## config.mk

```make
export PLATFORM = sky130hd
export DESIGN_NAME = day_count_to_calendar_date_top
export DESIGN_NICKNAME = d
export VERILOG_FILES = /design/src/rtl/dcd_pkg.sv /design/src/rtl/day_count_to_calendar_date_top.sv
export SDC_FILE = /design/constraint.sdc
export NUM_CORES = 1
export LEC_CHECK = 0
export ABC_CLOCK_PERIOD_IN_PS = 4300
export BUFFER_PORTS_ARGS = -buffer_cell sky130_fd_sc_hd__buf_4
export CAP_MARGIN = 25
export CORE_ASPECT_RATIO = 1.5
export CORE_MARGIN = 4
export CORE_UTILIZATION = 53
export CTS_BUF_LIST = sky130_fd_sc_hd__clkbuf_8
export CTS_CLUSTER_SIZE = 10
export DETAILED_ROUTE_END_ITERATION = 16
export PLACE_DENSITY = 0.78
export SYNTH_ARGS = -nofsm -noshare
export SYNTH_HDL_FRONTEND = slang
export SYNTH_SLANG_ARGS = --single-unit
```

## constraint.sdc

```tcl
create_clock -name i_clk -period 4.3 [get_ports i_clk]
set_clock_uncertainty 0.05 [all_clocks]
set_input_delay 0.43 -clock i_clk [delete_from_list [all_inputs] [get_ports i_clk]]
set_output_delay 0.43 -clock i_clk [all_outputs]
set_load 0.005 [all_outputs]
```

## src/rtl/dcd_pkg.sv

```systemverilog
// shared types, constants and calendar helpers for the day count to date block
// no dependencies
package dcd_pkg;

    localparam int unsigned DayW    = 16;
    localparam int unsigned SecW    = 17;
    localparam int unsigned UnitW   = 17;
    localparam int unsigned InDataW = 40;
    localparam int unsigned OutDataW = 40;

    localparam logic [DayW-1:0] LastDay    = 16'd50038;
    localparam logic [SecW-1:0] LastSecond = 17'd86399;

    localparam logic [UnitW-1:0] BlockDays      = 17'd1461;
    localparam logic [UnitW-1:0] BlockDaysShort = 17'd1460;
    localparam logic [UnitW-1:0] LeapYearDays   = 17'd366;
    localparam logic [UnitW-1:0] YearDays       = 17'd365;
    localparam logic [UnitW-1:0] HourSecs       = 17'd3600;
    localparam logic [UnitW-1:0] MinSecs        = 17'd60;

    // 2100 is offset 100: its four-year block has no leap day
    localparam logic [7:0] CenturyYear = 8'd100;
    localparam logic [3:0] December    = 4'd11;
    localparam logic [3:0] February    = 4'd1;

    typedef enum logic [2:0] {
        S_IDLE,
        S_BLOCK,
        S_YEAR,
        S_MONTH,
        S_HOUR,
        S_MIN,
        S_DONE
    } t_state;

    function automatic logic is_leap(input logic [7:0] year_off);
        return (year_off[1:0] == 2'b00) && (year_off != CenturyYear);
    endfunction

    // month index from 0, february given without the leap day
    function automatic logic [4:0] month_days(input logic [3:0] mon);
        logic [4:0] len;
        unique case (mon)
            4'd1:                      len = 5'd28;
            4'd3, 4'd5, 4'd8, 4'd10:   len = 5'd30;
            default:                   len = 5'd31;
        endcase
        return len;
    endfunction

endpackage

```

## src/rtl/day_count_to_calendar_date_top.sv

```systemverilog
// day count since 2000-01-01 and second of day to calendar date and time of day
// single shared 17-bit subtract/compare unit stepped by a small sequencer
// depends on dcd_pkg
// an out-of-range beat goes straight to the done state; otherwise the sequencer
//   subtracts four-year blocks, then years, months, hours and minutes, one
//   subtraction per cycle through the shared unit, then loads the result
// throughput: one beat at a time; the next beat is taken once the sequencer is idle
// reset: synchronous, active low; clears the sequencer and the output valid
module day_count_to_calendar_date_top
    import dcd_pkg::*;
(
    input  logic                i_clk,
    input  logic                i_rst_n,
    input  logic                i_s_axis_tvalid,
    output logic                o_s_axis_tready,
    // [15:0] day_count, [32:16] second_of_day, [39:33] zero
    input  logic [InDataW-1:0]  i_s_axis_tdata,
    output logic                o_m_axis_tvalid,
    input  logic                i_m_axis_tready,
    // [7:0] year_offset, [11:8] month, [16:12] day_of_month, [21:17] hour,
    // [27:22] minute, [33:28] second, [39:34] zero
    output logic [OutDataW-1:0] o_m_axis_tdata,
    // [0] range_error
    output logic                o_m_axis_tuser
);

    t_state r_state, n_state;

    logic [DayW-1:0] r_day, n_day;
    logic [SecW-1:0] r_sec, n_sec;
    logic [7:0]      r_year, n_year;
    logic [3:0]      r_mon, n_mon;
    logic [4:0]      r_hour, n_hour;
    logic [5:0]      r_min, n_min;
    logic            r_err, n_err;

    logic                r_out_valid;
    logic [OutDataW-1:0] r_out_data;
    logic                r_out_err;

    logic             in_beat;
    logic             out_free;
    logic [DayW-1:0]  in_day;
    logic [SecW-1:0]  in_sec;
    logic             in_bad;

    // shared subtract/compare unit
    logic             use_sec;
    logic [UnitW-1:0] sub_a, sub_b;
    logic [UnitW:0]   sub_diff;
    logic             sub_ge;
    logic             year_leap;
    logic             load_out;

    assign in_day  = i_s_axis_tdata[DayW-1:0];
    assign in_sec  = i_s_axis_tdata[DayW+SecW-1:DayW];
    assign in_bad  = (in_day > LastDay) || (in_sec > LastSecond);
    assign in_beat = i_s_axis_tvalid && o_s_axis_tready;
    assign out_free = !r_out_valid || i_m_axis_tready;
    assign year_leap = is_leap(r_year);

    assign o_s_axis_tready = (r_state == S_IDLE);

    always_comb begin
        use_sec = (r_state == S_HOUR) || (r_state == S_MIN);
        unique case (r_state)
            S_BLOCK: sub_b = (r_year == CenturyYear) ? BlockDaysShort : BlockDays;
            S_YEAR:  sub_b = year_leap ? LeapYearDays : YearDays;
            S_MONTH: sub_b = ((r_mon == February) && year_leap) ? UnitW'(29)
                                                                 : UnitW'(month_days(r_mon));
            S_HOUR:  sub_b = HourSecs;
            S_MIN:   sub_b = MinSecs;
            default: sub_b = '0;
        endcase
        sub_a    = use_sec ? r_sec : {1'b0, r_day};
        sub_diff = {1'b0, sub_a} - {1'b0, sub_b};
        sub_ge   = !sub_diff[UnitW];
    end

    // next state
    always_comb begin
        n_state = r_state;
        unique case (r_state)
            S_IDLE:  if (in_beat) n_state = in_bad ? S_DONE : S_BLOCK;
            S_BLOCK: if (!sub_ge) n_state = S_YEAR;
            S_YEAR:  if (!sub_ge) n_state = S_MONTH;
            S_MONTH: if (!sub_ge || r_mon == December) n_state = S_HOUR;
            S_HOUR:  if (!sub_ge) n_state = S_MIN;
            S_MIN:   if (!sub_ge) n_state = S_DONE;
            S_DONE:  if (out_free) n_state = S_IDLE;
            default: n_state = S_IDLE;
        endcase
    end

    // datapath updates
    always_comb begin
        n_day  = r_day;
        n_sec  = r_sec;
        n_year = r_year;
        n_mon  = r_mon;
        n_hour = r_hour;
        n_min  = r_min;
        n_err  = r_err;
        load_out = 1'b0;
        unique case (r_state)
            S_IDLE: begin
                if (in_beat) begin
                    n_day  = in_day;
                    n_sec  = in_sec;
                    n_year = '0;
                    n_mon  = '0;
                    n_hour = '0;
                    n_min  = '0;
                    n_err  = in_bad;
                end
            end
            S_BLOCK: begin
                if (sub_ge) begin
                    n_day  = sub_diff[DayW-1:0];
                    n_year = r_year + 8'd4;
                end
            end
            S_YEAR: begin
                if (sub_ge) begin
                    n_day  = sub_diff[DayW-1:0];
                    n_year = r_year + 8'd1;
                end
            end
            S_MONTH: begin
                if (sub_ge && r_mon != December) begin
                    n_day = sub_diff[DayW-1:0];
                    n_mon = r_mon + 4'd1;
                end
            end
            S_HOUR: begin
                if (sub_ge) begin
                    n_sec  = sub_diff[SecW-1:0];
                    n_hour = r_hour + 5'd1;
                end
            end
            S_MIN: begin
                if (sub_ge) begin
                    n_sec = sub_diff[SecW-1:0];
                    n_min = r_min + 6'd1;
                end
            end
            S_DONE:  load_out = out_free;
            default: ;
        endcase
    end

    always_ff @(posedge i_clk) begin
        if (!i_rst_n) begin
            r_state     <= S_IDLE;
            r_out_valid <= 1'b0;
        end else begin
            r_state <= n_state;
            if (load_out)
                r_out_valid <= 1'b1;
            else if (i_m_axis_tready)
                r_out_valid <= 1'b0;
        end
    end

    always_ff @(posedge i_clk) begin
        r_day  <= n_day;
        r_sec  <= n_sec;
        r_year <= n_year;
        r_mon  <= n_mon;
        r_hour <= n_hour;
        r_min  <= n_min;
        r_err  <= n_err;
        if (load_out) begin
            r_out_err <= r_err;
            if (r_err)
                r_out_data <= '0;
            else
                r_out_data <= {6'd0, r_sec[5:0], r_min, r_hour,
                               r_day[4:0] + 5'd1, r_mon + 4'd1, r_year};
        end
    end

    assign o_m_axis_tvalid = r_out_valid;
    assign o_m_axis_tdata  = r_out_data;
    assign o_m_axis_tuser  = r_out_err;

    a_busy_not_ready: assert property (@(posedge i_clk) disable iff (!i_rst_n)
        (r_state != S_IDLE) |-> !o_s_axis_tready)
        else $error("input ready while sequencer busy");

    a_beat_starts_work: assert property (@(posedge i_clk) disable iff (!i_rst_n)
        in_beat |=> (r_state == S_BLOCK || r_state == S_DONE))
        else $error("accepted beat did not start the sequencer");

    a_error_zero: assert property (@(posedge i_clk) disable iff (!i_rst_n)
        (o_m_axis_tvalid && o_m_axis_tuser) |-> (o_m_axis_tdata == '0))
        else $error("range error result carries non-zero fields");

    a_fields_in_range: assert property (@(posedge i_clk) disable iff (!i_rst_n)
        (o_m_axis_tvalid && !o_m_axis_tuser) |->
            (o_m_axis_tdata[11:8] != 4'd0 && o_m_axis_tdata[11:8] <= 4'd12 &&
             o_m_axis_tdata[16:12] != 5'd0 && o_m_axis_tdata[21:17] <= 5'd23 &&
             o_m_axis_tdata[27:22] <= 6'd59 && o_m_axis_tdata[7:0] <= 8'd136))
        else $error("result field out of calendar range");

endmodule
```

# Word level (Yosys, flattened, before mapping)
# Index checks and enable logic that the tools add are counted.
# word_totals
out_inout_bits	43
input_bits	44
mem_bits_rw	0
memories	0
latchBits	0
rom_bits	0
register_bits	102
word_cells	118
# classes
n_shift	0
n_reduce_logical	30
add_sub_neg	7
multipliers	0
eq_ne	29
n_bitwise	0
mux	38
n_div	0
magnitude_cmp	2
# op_table
op	n
$pmux W12 S5	1
$mux W17	3
$mux W16	3
$pmux W16 S3	1
$pmux W17 S2	1
$ne A2 B2 Y1 const B	13
$mux W3	8
$mux W8	3
$pmux W8 S3	1
$pmux W3 S7	1
$sub A17 B17 Y18	1
$gt A17 B17 Y1 const B	1
$gt A16 B16 Y1 const B	1
$mux W5	3
$eq A4 B4 Y1 const B	3
$mux W6	2
$pmux W6 S2	1
$reduce_and A3 Y1	4
$add A5 B1 Y5 const B	2
$pmux W5 S2	1
$reduce_bool A2 Y1	5
$eq A3 B3 Y1 const B	3
$add A8 B1 Y8 const B	1
$add A8 B3 Y8 const B	1
other kinds (27)	42

# Longest topological paths before layout
# Gate-level depths: netlist (run 1).
# depth
depth_word	10
depth_mapped	16
mapped_depth_nobuf	16

# Least setup slack after synthesis (run 1)
# OpenSTA, ideal clock, no wires.
# synth_path
kind	register to register
start	register r_state[1]
end	register r_day[0] (enable)
n_path_buf	3
slack_ps	-275
path_stages_with_launch	14
required_time_ps	3856
setup_time_ps	394
period_less_slack_ps	4575
arrival_ps	4130
cell_sequence	dfxtp_1 -> buf_2 -> inv_1 -> ha_1 -> clkbuf_1 -> clkbuf_1 -> mux2_2 -> ha_1 -> nor2b_1 -> o2111ai_1 -> a211oi_2 -> nor2_1 -> a211o_1 -> a21oi_1
# synth_via
elab_chain_cells	8
elab_cells_between_ends	19
cone_classes	1 x add/sub; 8 x eq/ne; 2 x mux; 8 x reduce/logical
# synth_lines
item	line_no	text
from (decl)	day_count_to_calendar_date_top.sv:27	t_state r_state, n_state;
from (signal assigned)	day_count_to_calendar_date_top.sv:157	r_state <= n_state;
parallel branches: the longest is 7 deep, another holds $sub A17 B17 Y18	-	
$reduce_and A4 Y1 (no line) *	-	
to (signal assigned)	day_count_to_calendar_date_top.sv:166	r_day <= n_day;
to (decl)	day_count_to_calendar_date_top.sv:29	logic [DayW-1:0] r_day, n_day;
# Mark *: on every way between the ends.
# A chain may end at the register's enable or synchronous reset.

# Worst setup path in the final report (run 1)
# layout_path
start	register r_year[0]
end	register r_day[4] (enable)
# layout_via
elab_chain_cells	10
elab_cells_between_ends	15
cone_classes	1 x add/sub; 4 x eq/ne; 4 x mux; 6 x reduce/logical
# layout_lines
item	line_no	text
from (decl)	day_count_to_calendar_date_top.sv:31	logic [7:0] r_year, n_year;
from (signal assigned)	day_count_to_calendar_date_top.sv:168	r_year <= n_year;
$ne A8 B7 Y1 / $logic_not A2 Y1 (equally long branches)	dcd_pkg.sv:37	return (year_off[1:0] == 2'b00) && (year_off != CenturyYear);
$logic_and A1 B1 Y1	dcd_pkg.sv:37	
$logic_and A1 B1 Y1	day_count_to_calendar_date_top.sv:69	S_MONTH: sub_b = ((r_mon == February) && year_leap) ? UnitW'(29)
$mux W5	day_count_to_calendar_date_top.sv:69	
$pmux W12 S5 *	day_count_to_calendar_date_top.sv:66	unique case (r_state)
$sub A17 B17 Y18 *	day_count_to_calendar_date_top.sv:76	sub_diff = {1'b0, sub_a} - {1'b0, sub_b};
$logic_not A1 Y1	day_count_to_calendar_date_top.sv:77	sub_ge = !sub_diff[UnitW];
$logic_and A1 B1 Y1	day_count_to_calendar_date_top.sv:130	if (sub_ge && r_mon != December) begin
$ne A2 B2 Y1 (no line)	-	
$reduce_and A4 Y1 (no line) *	-	
# Every way passes the cells marked *; elsewhere a longest branch is shown, timed or not.

==> reports/qor.csv, run 1 <==
stage;metric;value;unit
route;WL per Instance;16.1;microns
sta;Highest Clock Rate;0.259;GHz
sta;final hold slack;0.283;ns
yosys;Synth Area in Compound Gates;0.142;
finish;# diodes;0;
route;final WL;12100;microns
job;max-cap violations;0;
yosys;Yosys cell types;61;
grt;largest net degree at the start of global routing;36;
pwr;Lkg Pwr;2.62;nW
pwr;maximum vdd ir drop;534;uV
placement;DP Area;6360;sq um
route;drt first pass iters;5;
clock_network;root buf cell;clkbuf_8;
clock_network;Num CTS Buffers;9;
floorplanning;die width;91.6;microns
yosys;Post-Syn Area;5560;sq um
yosys;ys async rst share;0;
critical_path;Worst setup SP type;register;
pwr;total power divided by cell area;828;nW/um^2
grt;wire length of the first global-routing pass;19700;microns
floorplanning;Top Ports;87;
critical_path;crit path kind;reg2reg;
route;# DRC;0;
clock_network;clk buf depth;2;
clock_network;clock sinks;96;
yosys;area share of and/or/nand/nor cells after synthesis;0.162;
yosys;Post-Synth Adder-Cell Area;0.0621;
sta;setup violators final;0;
grt;Total GRT Usage;0.202;
critical_path;required time of the critical path;4.30;ns
sta;RSZ-0062 raised after global routing;false;
yosys;#FFs+latches synth;96;
placement;hpwl dp;9250;microns
grt;initial antenna violation count;0;
sta;crit path time final;3.86;ns
clock_network;Hold Buf Count CTS;0;
critical_path;crit-path max FO;16;
floorplanning;Core Region;10200;sq um
finish;final instance area;6650;sq um
grt;GRT Residual Overflow;0;
yosys;Mean Syn Cell Area;10.7;sq um
finish;most frequent cells in the layout;buf_4 (92), edfxtp_1 (92), nor2_1 (55);
floorplanning;die height;133;microns
yosys;main combinational cell family by area after synthesis;simple AND/OR/NAND/NOR gates;
route;Iter 0 DRT Violations;274;
route;Post-DRT Antenna Nets;0;
clock_network;H-tree lvl count;3;
floorplanning;die area;12200;sq um
hold_path;Worst Hold Class;in2reg;
floorplanning;# rows;45;
finish;Fill cells;804;
outcome;status;completed;
yosys;register area share after synthesis;0.511;
yosys;multiplexer area fraction after synthesis;0.0473;
critical_path;WP data arrival;3.86;ns
route;vias;4237;
sta;relative slew slack;0.480;
finish;final net count;678;
sta;Setup Total Neg Slack;0;ns
yosys;number of synthesized flops with an enable pin;92;
sta;Hold Vio Cnt, Final;0;
clock_network;clk slew on worst S/H paths;0.09;ns
yosys;top_reg_cell synth;edfxtp_1;
yosys;Synth Instances;520;
yosys;Yosys warnings;0;
sta;Slew Limit Fails;0;
floorplanning;Initial Util;0.546;
placement;routability congestion estimate;0.904;
clock_network;CTS tree;done;
sta;worst-margin pin slew;0.771;ns
route;post-DR vias/cell;5.63;
critical_path;Critical Path End Type;register;
finish;Layout Area Growth over Synthesis;19.6;%
grt;vias in the first global route;4215;
yosys;Synth Area in XOR/XNOR;0.0394;
sta;period utilization;0.898;
clock_network;insertion delay to the later sink of the worst-skew pair;0.36;ns
finish;share of layout cells above drive strength 1;0.235;
placement;Port Buffers;73;
timing repair:
item,4_1_cts,5_1_grt
setup endpoints to repair,0,25
setup buffers,0,1
gates resized for setup,0,2
cells by family after synthesis:
| family | after synthesis |
|---|---|
| AND/OR/NAND/NOR | 188 |
| AO/OA/AOI/OAI | 114 |
| flip-flops | 96 |
| buffers and inverters | 45 |
| adder cells (fa/ha/maj) | 27 |
| XOR/XNOR | 25 |
| multiplexers | 24 |
| other | 1 |
synthesized netlist by cell type (5+ instances only):
library cell	instances	share of area
edfxtp_1	92	0.50
nor2_1	56	0.038
nand2_1	47	0.032
a21oi_1	33	0.030
nor2b_1	28	0.032
ha_1	26	0.059
inv_1	21	0.014
mux2_2	18	0.036
nand3_1	18	0.016
o21ai_0	17	0.015
xnor2_1	14	0.022
clkbuf_1	13	0.0088
xor2_1	11	0.017
a21o_1	9	0.012
and3_1	8	0.0090
o31ai_1	8	0.011
nor3_1	7	0.0063
buf_4	6	0.0081
mux2i_1	6	0.011
a211oi_1	5	0.0068
a31oi_1	5	0.0056
o21a_1	5	0.0068
metrics by stage:
stage | utilization | setup slack, ns | cells | power, mW
2_1_floorplan | - | 0.0613 | 525 | 3.89
3_3_place_gp | 0.623 | 0.398 | 734 | 4.63
3_5_place_dp | 0.624 | 0.317 | 735 | 4.75
4_1_cts | 0.648 | 0.282 | 751 | 5.47
5_1_grt | 0.652 | 0.0429 | 753 | 5.95
6_report | 0.652 | 0.440 | 753 | 5.51
routing by layer:
metal	vias up	global-route usage	wire (microns)
met4	0	0.0889	380
met1	1988	0.225	4670
met3	30	0.0339	647
met5	-	0	0
met2	146	0.373	6450
li1	2073	-	-
final timing paths:
path / start / to / slack [ns] / depth (start not counted)
hold reg to reg: o_m_axis_tvalid / o_m_axis_tvalid / 0.44 / 2
setup / recovery: r_year[0] / r_day[4] / 0.44 / 16
setup reg to reg: r_year[0] / r_day[4] / 0.44 / 16
hold / removal: i_s_axis_tdata[6] / r_day[6] / 0.28 / 3
flip-flops by register name (all words and copies together) (netlist names):
name,count
r_err,1
r_year,8
o_m_axis_tuser,1
r_state,3
r_mon,4
r_min,6
r_day,16
r_sec,17
o_m_axis_tdata,34
r_hour,5
o_m_axis_tvalid,1
cell type report:
cell class	instances	area [sq um]	share of cell area
multi-input combinational	384	2550	0.384
inverter	21	78.8	0.0119
timing repair buffer	95	758	0.114
tap	141	176	0.0265
clock inverter	7	115	0.0173
sequential	96	2840	0.428
clock buffer	9	124	0.0186
power by group:
part / switching (mW) / internal, mW / leakage [nW]
registers: 0.204 / 1.54 / 0.914
logic: 1.80 / 1.27 / 1.59
clock network: 0.316 / 0.387 / 0.119
worst max-delay path, stage by stage (launching register included):
cell and delay (ns):
edfxtp_1 0.44, inv_1 0.08, ha_1 0.23, nand4b_1 0.15, nand2_1 0.12, a2111oi_0 0.42
o22ai_1 0.15, nand2b_1 0.17, ha_1 0.14, nor2b_1 0.17, o2111ai_1 0.17, a211oi_2 0.28
nor2_1 0.10, buf_4 0.18, a211o_1 0.30, a21oi_2 0.10, buf_4 0.29
No activity file was read; power rests on OpenSTA's default activity.
==> inputs of run 2 (changes only) <==
CORE_MARGIN = default   (was 4)
==> run 2 against run 1 <==
- critical path depth decreased by 1
- non-clock buffer count increased by 7
- power increased by 0.97%
- routed wire length increased by 2.3%
- clock power increased by 2%
- first-iteration DRC count decreased by 4.0%
- cell count decreased by 2.3%
- die area decreased by 11%
- core utilization increased by 0.50 points
- via count increased by 2.6%
- largest cell class unchanged
==> reports/qor.csv, run 2 (same netlist as run 1, synthesis figures left out) <==
stage;metric;value;unit;change
sta;relative slew slack;0.560;;was 0.480
critical_path;crit path kind;reg2reg;;unchanged
route;# DRC;0;;unchanged
pwr;clock network fraction of total power;0.129;;was 0.128
pwr;Comb pwr share;0.556;;about the same
finish;top flop regs;o_m_axis_tdata (34), r_sec (17), r_day (16);;unchanged
finish;commonest non-fill, non-tap cell in the layout;buf_4;;
sta;Slew Limit Fails;0;;unchanged
sta;period utilization;0.918;;was 0.898
sta;Hold Vio Cnt, Final;0;;unchanged
placement;hpwl dp;9380;microns;was 9250 microns
placement;Setup WS pre-CTS;0.293;ns;was 0.317 ns
clock_network;H-tree lvl count;3;;unchanged
sta;setup violators final;0;;unchanged
route;post-DR vias/cell;5.91;;was 5.63
critical_path;WP data arrival;4.03;ns;was 3.86 ns
grt;initial antenna violation count;0;;unchanged
pwr;Seq pwr share;0.316;;about the same
route;vias;4348;;was 4237
sta;worst-margin pin slew;0.652;ns;was 0.771 ns
finish;share of layout cells above drive strength 1;0.246;;was 0.235
critical_path;Critical Path End Type;register;;unchanged
pwr;switching pwr;2.34;mW;was 2.32 mW
grt;largest net degree at the start of global routing;36;;unchanged
finish;Layout Area Growth over Synthesis;19.8;%;was 19.6%
floorplanning;Initial Util;0.549;;was 0.546
route;drt first pass iters;5;;unchanged
outcome;status;completed;;unchanged
sta;Highest Clock Rate;0.253;GHz;was 0.259 GHz
grt;Total GRT Usage;0.236;;was 0.202
clock_network;clk slew on worst S/H paths;0.10;ns;was 0.09 ns
clock_network;clk buf depth;2;;unchanged
pwr;Lkg Pwr;2.66;nW;was 2.62 nW
grt;GRT Residual Overflow;0;;unchanged
pwr;internal cell power;3.23;mW;was 3.19 mW
critical_path;Worst setup SP type;register;;unchanged
placement;Port Buffers;73;;unchanged
clock_network;root buf cell;clkbuf_8;;unchanged
grt;wire length of the first global-routing pass;19900;microns;was 19700 microns
hold_path;Worst Hold Class;in2reg;;unchanged
floorplanning;Core Region;10100;sq um;was 10200 sq um
placement;routability congestion estimate;0.903;;was 0.904
critical_path;crit-path max FO;5;;was 16
finish;max reg flops;34;;unchanged
clock_network;CTS tree;done;;unchanged
route;WL per Instance;16.9;microns;was 16.1 microns
critical_path;required time of the critical path;4.38;ns;was 4.30 ns
grt;vias in the first global route;4223;;was 4215
pwr;total power divided by cell area;835;nW/um^2;was 828 nW/um^2
floorplanning;die area;10900;sq um;was 12200 sq um
route;final WL;12400;microns;was 12100 microns
clock_network;insertion delay to the later sink of the worst-skew pair;0.37;ns;was 0.36 ns
finish;# diodes;0;;unchanged
floorplanning;Top Ports;87;;unchanged
clock_network;Hold Buf Count CTS;0;;unchanged
clock_network;clock sinks;96;;unchanged
sta;RSZ-0062 raised after global routing;false;;unchanged
sta;setup ws final;0.352;ns;was 0.440 ns
job;max-cap violations;0;;unchanged
critical_path;FF-to-FF setup slack;0.35;ns;was 0.44 ns
pwr;switch share;0.420;;was 0.421
route;Iter 0 DRT Violations;263;;was 274
clock_network;Num CTS Buffers;9;;unchanged
floorplanning;# rows;45;;unchanged
floorplanning;die width;85.6;microns;was 91.6 microns
finish;most frequent cells in the layout;buf_4 (100), edfxtp_1 (92), nor2_1 (55);;was buf_4 (92), edfxtp_1 (92), nor2_1 (55)
floorplanning;die height;127;microns;was 133 microns
pwr;maximum vdd ir drop;521;uV;was 534 uV
pwr;total power;5.56;mW;was 5.51 mW
finish;final net count;685;;was 678
route;Post-DRT Antenna Nets;0;;unchanged
finish;Fill cells;794;;was 804
finish;most flop-heavy register;o_m_axis_tdata;;unchanged
sta;Setup Total Neg Slack;0;ns;unchanged
sta;crit path time final;3.95;ns;was 3.86 ns
-- run 2: what timing repair did --
action	CTS	global route
gates resized for setup	0	3
buffers inserted	0	1
endpoints found under the setup margin	0	27
hold endpoints to repair	0	0
-- run 2: metal layers --
layer / GRT usage / share of wire / vias to the layer above
met5: 0 / 0 / -
met4: 0.0902 / 0.025 / 0
met3: 0.0342 / 0.038 / 22
met2: 0.443 / 0.55 / 132
met1: 0.265 / 0.39 / 2113
li1: - / - / 2081
-- run 2: metrics by stage --
stage / area (sq um) / instances / util / hold slack (ns)
floorplan: 5590 / 525 / - / 0.418
global placement: 6370 / 718 / 0.629 / 0.444
detailed placement: 6370 / 718 / 0.629 / 0.441
CTS: 6610 / 734 / 0.653 / 0.268
global route: 6660 / 736 / 0.657 / 0.279
finish: 6660 / 736 / 0.657 / 0.278
-- run 2: critical path, stage by stage (launching register included) --
cell       delay (ns)
edfxtp_1         0.42
inv_1            0.08
ha_1             0.24
nand4b_1         0.15
nand2_1          0.12
a2111oi_0        0.43
o22ai_1          0.15
nand2b_1         0.18
ha_1             0.26
nor2b_1          0.14
o2111ai_1        0.30
buf_4            0.18
a21oi_1          0.11
o21ai_0          0.44
a21oi_1          0.12
a311o_1          0.34
-- run 2: power by group through the flow --
stage | combinational [mW] | sequential [mW] | clock (mW)
3_3_place_gp | 2.91 | 1.77 | 0
4_1_cts | 3.02 | 1.77 | 0.723
3_5_place_dp | 3.00 | 1.79 | 0
5_1_grt | 3.43 | 1.80 | 0.755
6_report | 3.09 | 1.76 | 0.715
2_1_floorplan | 2.18 | 1.71 | 0
-- run 2: final cells by class --
| cell class | instances | area [sq um] | share of cell area |
|---|---|---|---|
| Timing Repair Buffer | 102 | 798 | 0.120 |
| Inverter | 21 | 78.8 | 0.0118 |
| Clock buffer | 9 | 124 | 0.0186 |
| Multi-Input combinational cell | 384 | 2550 | 0.383 |
| Tap cell | 117 | 146 | 0.0220 |
| Sequential cell | 96 | 2840 | 0.427 |
| Clock inverter | 7 | 119 | 0.0178 |
-- run 2: final timing paths --
path | startpoint | end | cells after the start
max | r_year[0] | r_sec[15] | 15
min | i_s_axis_tdata[1] | r_day[1] | 3
max reg2reg | r_year[0] | r_sec[15] | 15
min reg2reg | o_m_axis_tvalid | o_m_axis_tvalid | 2
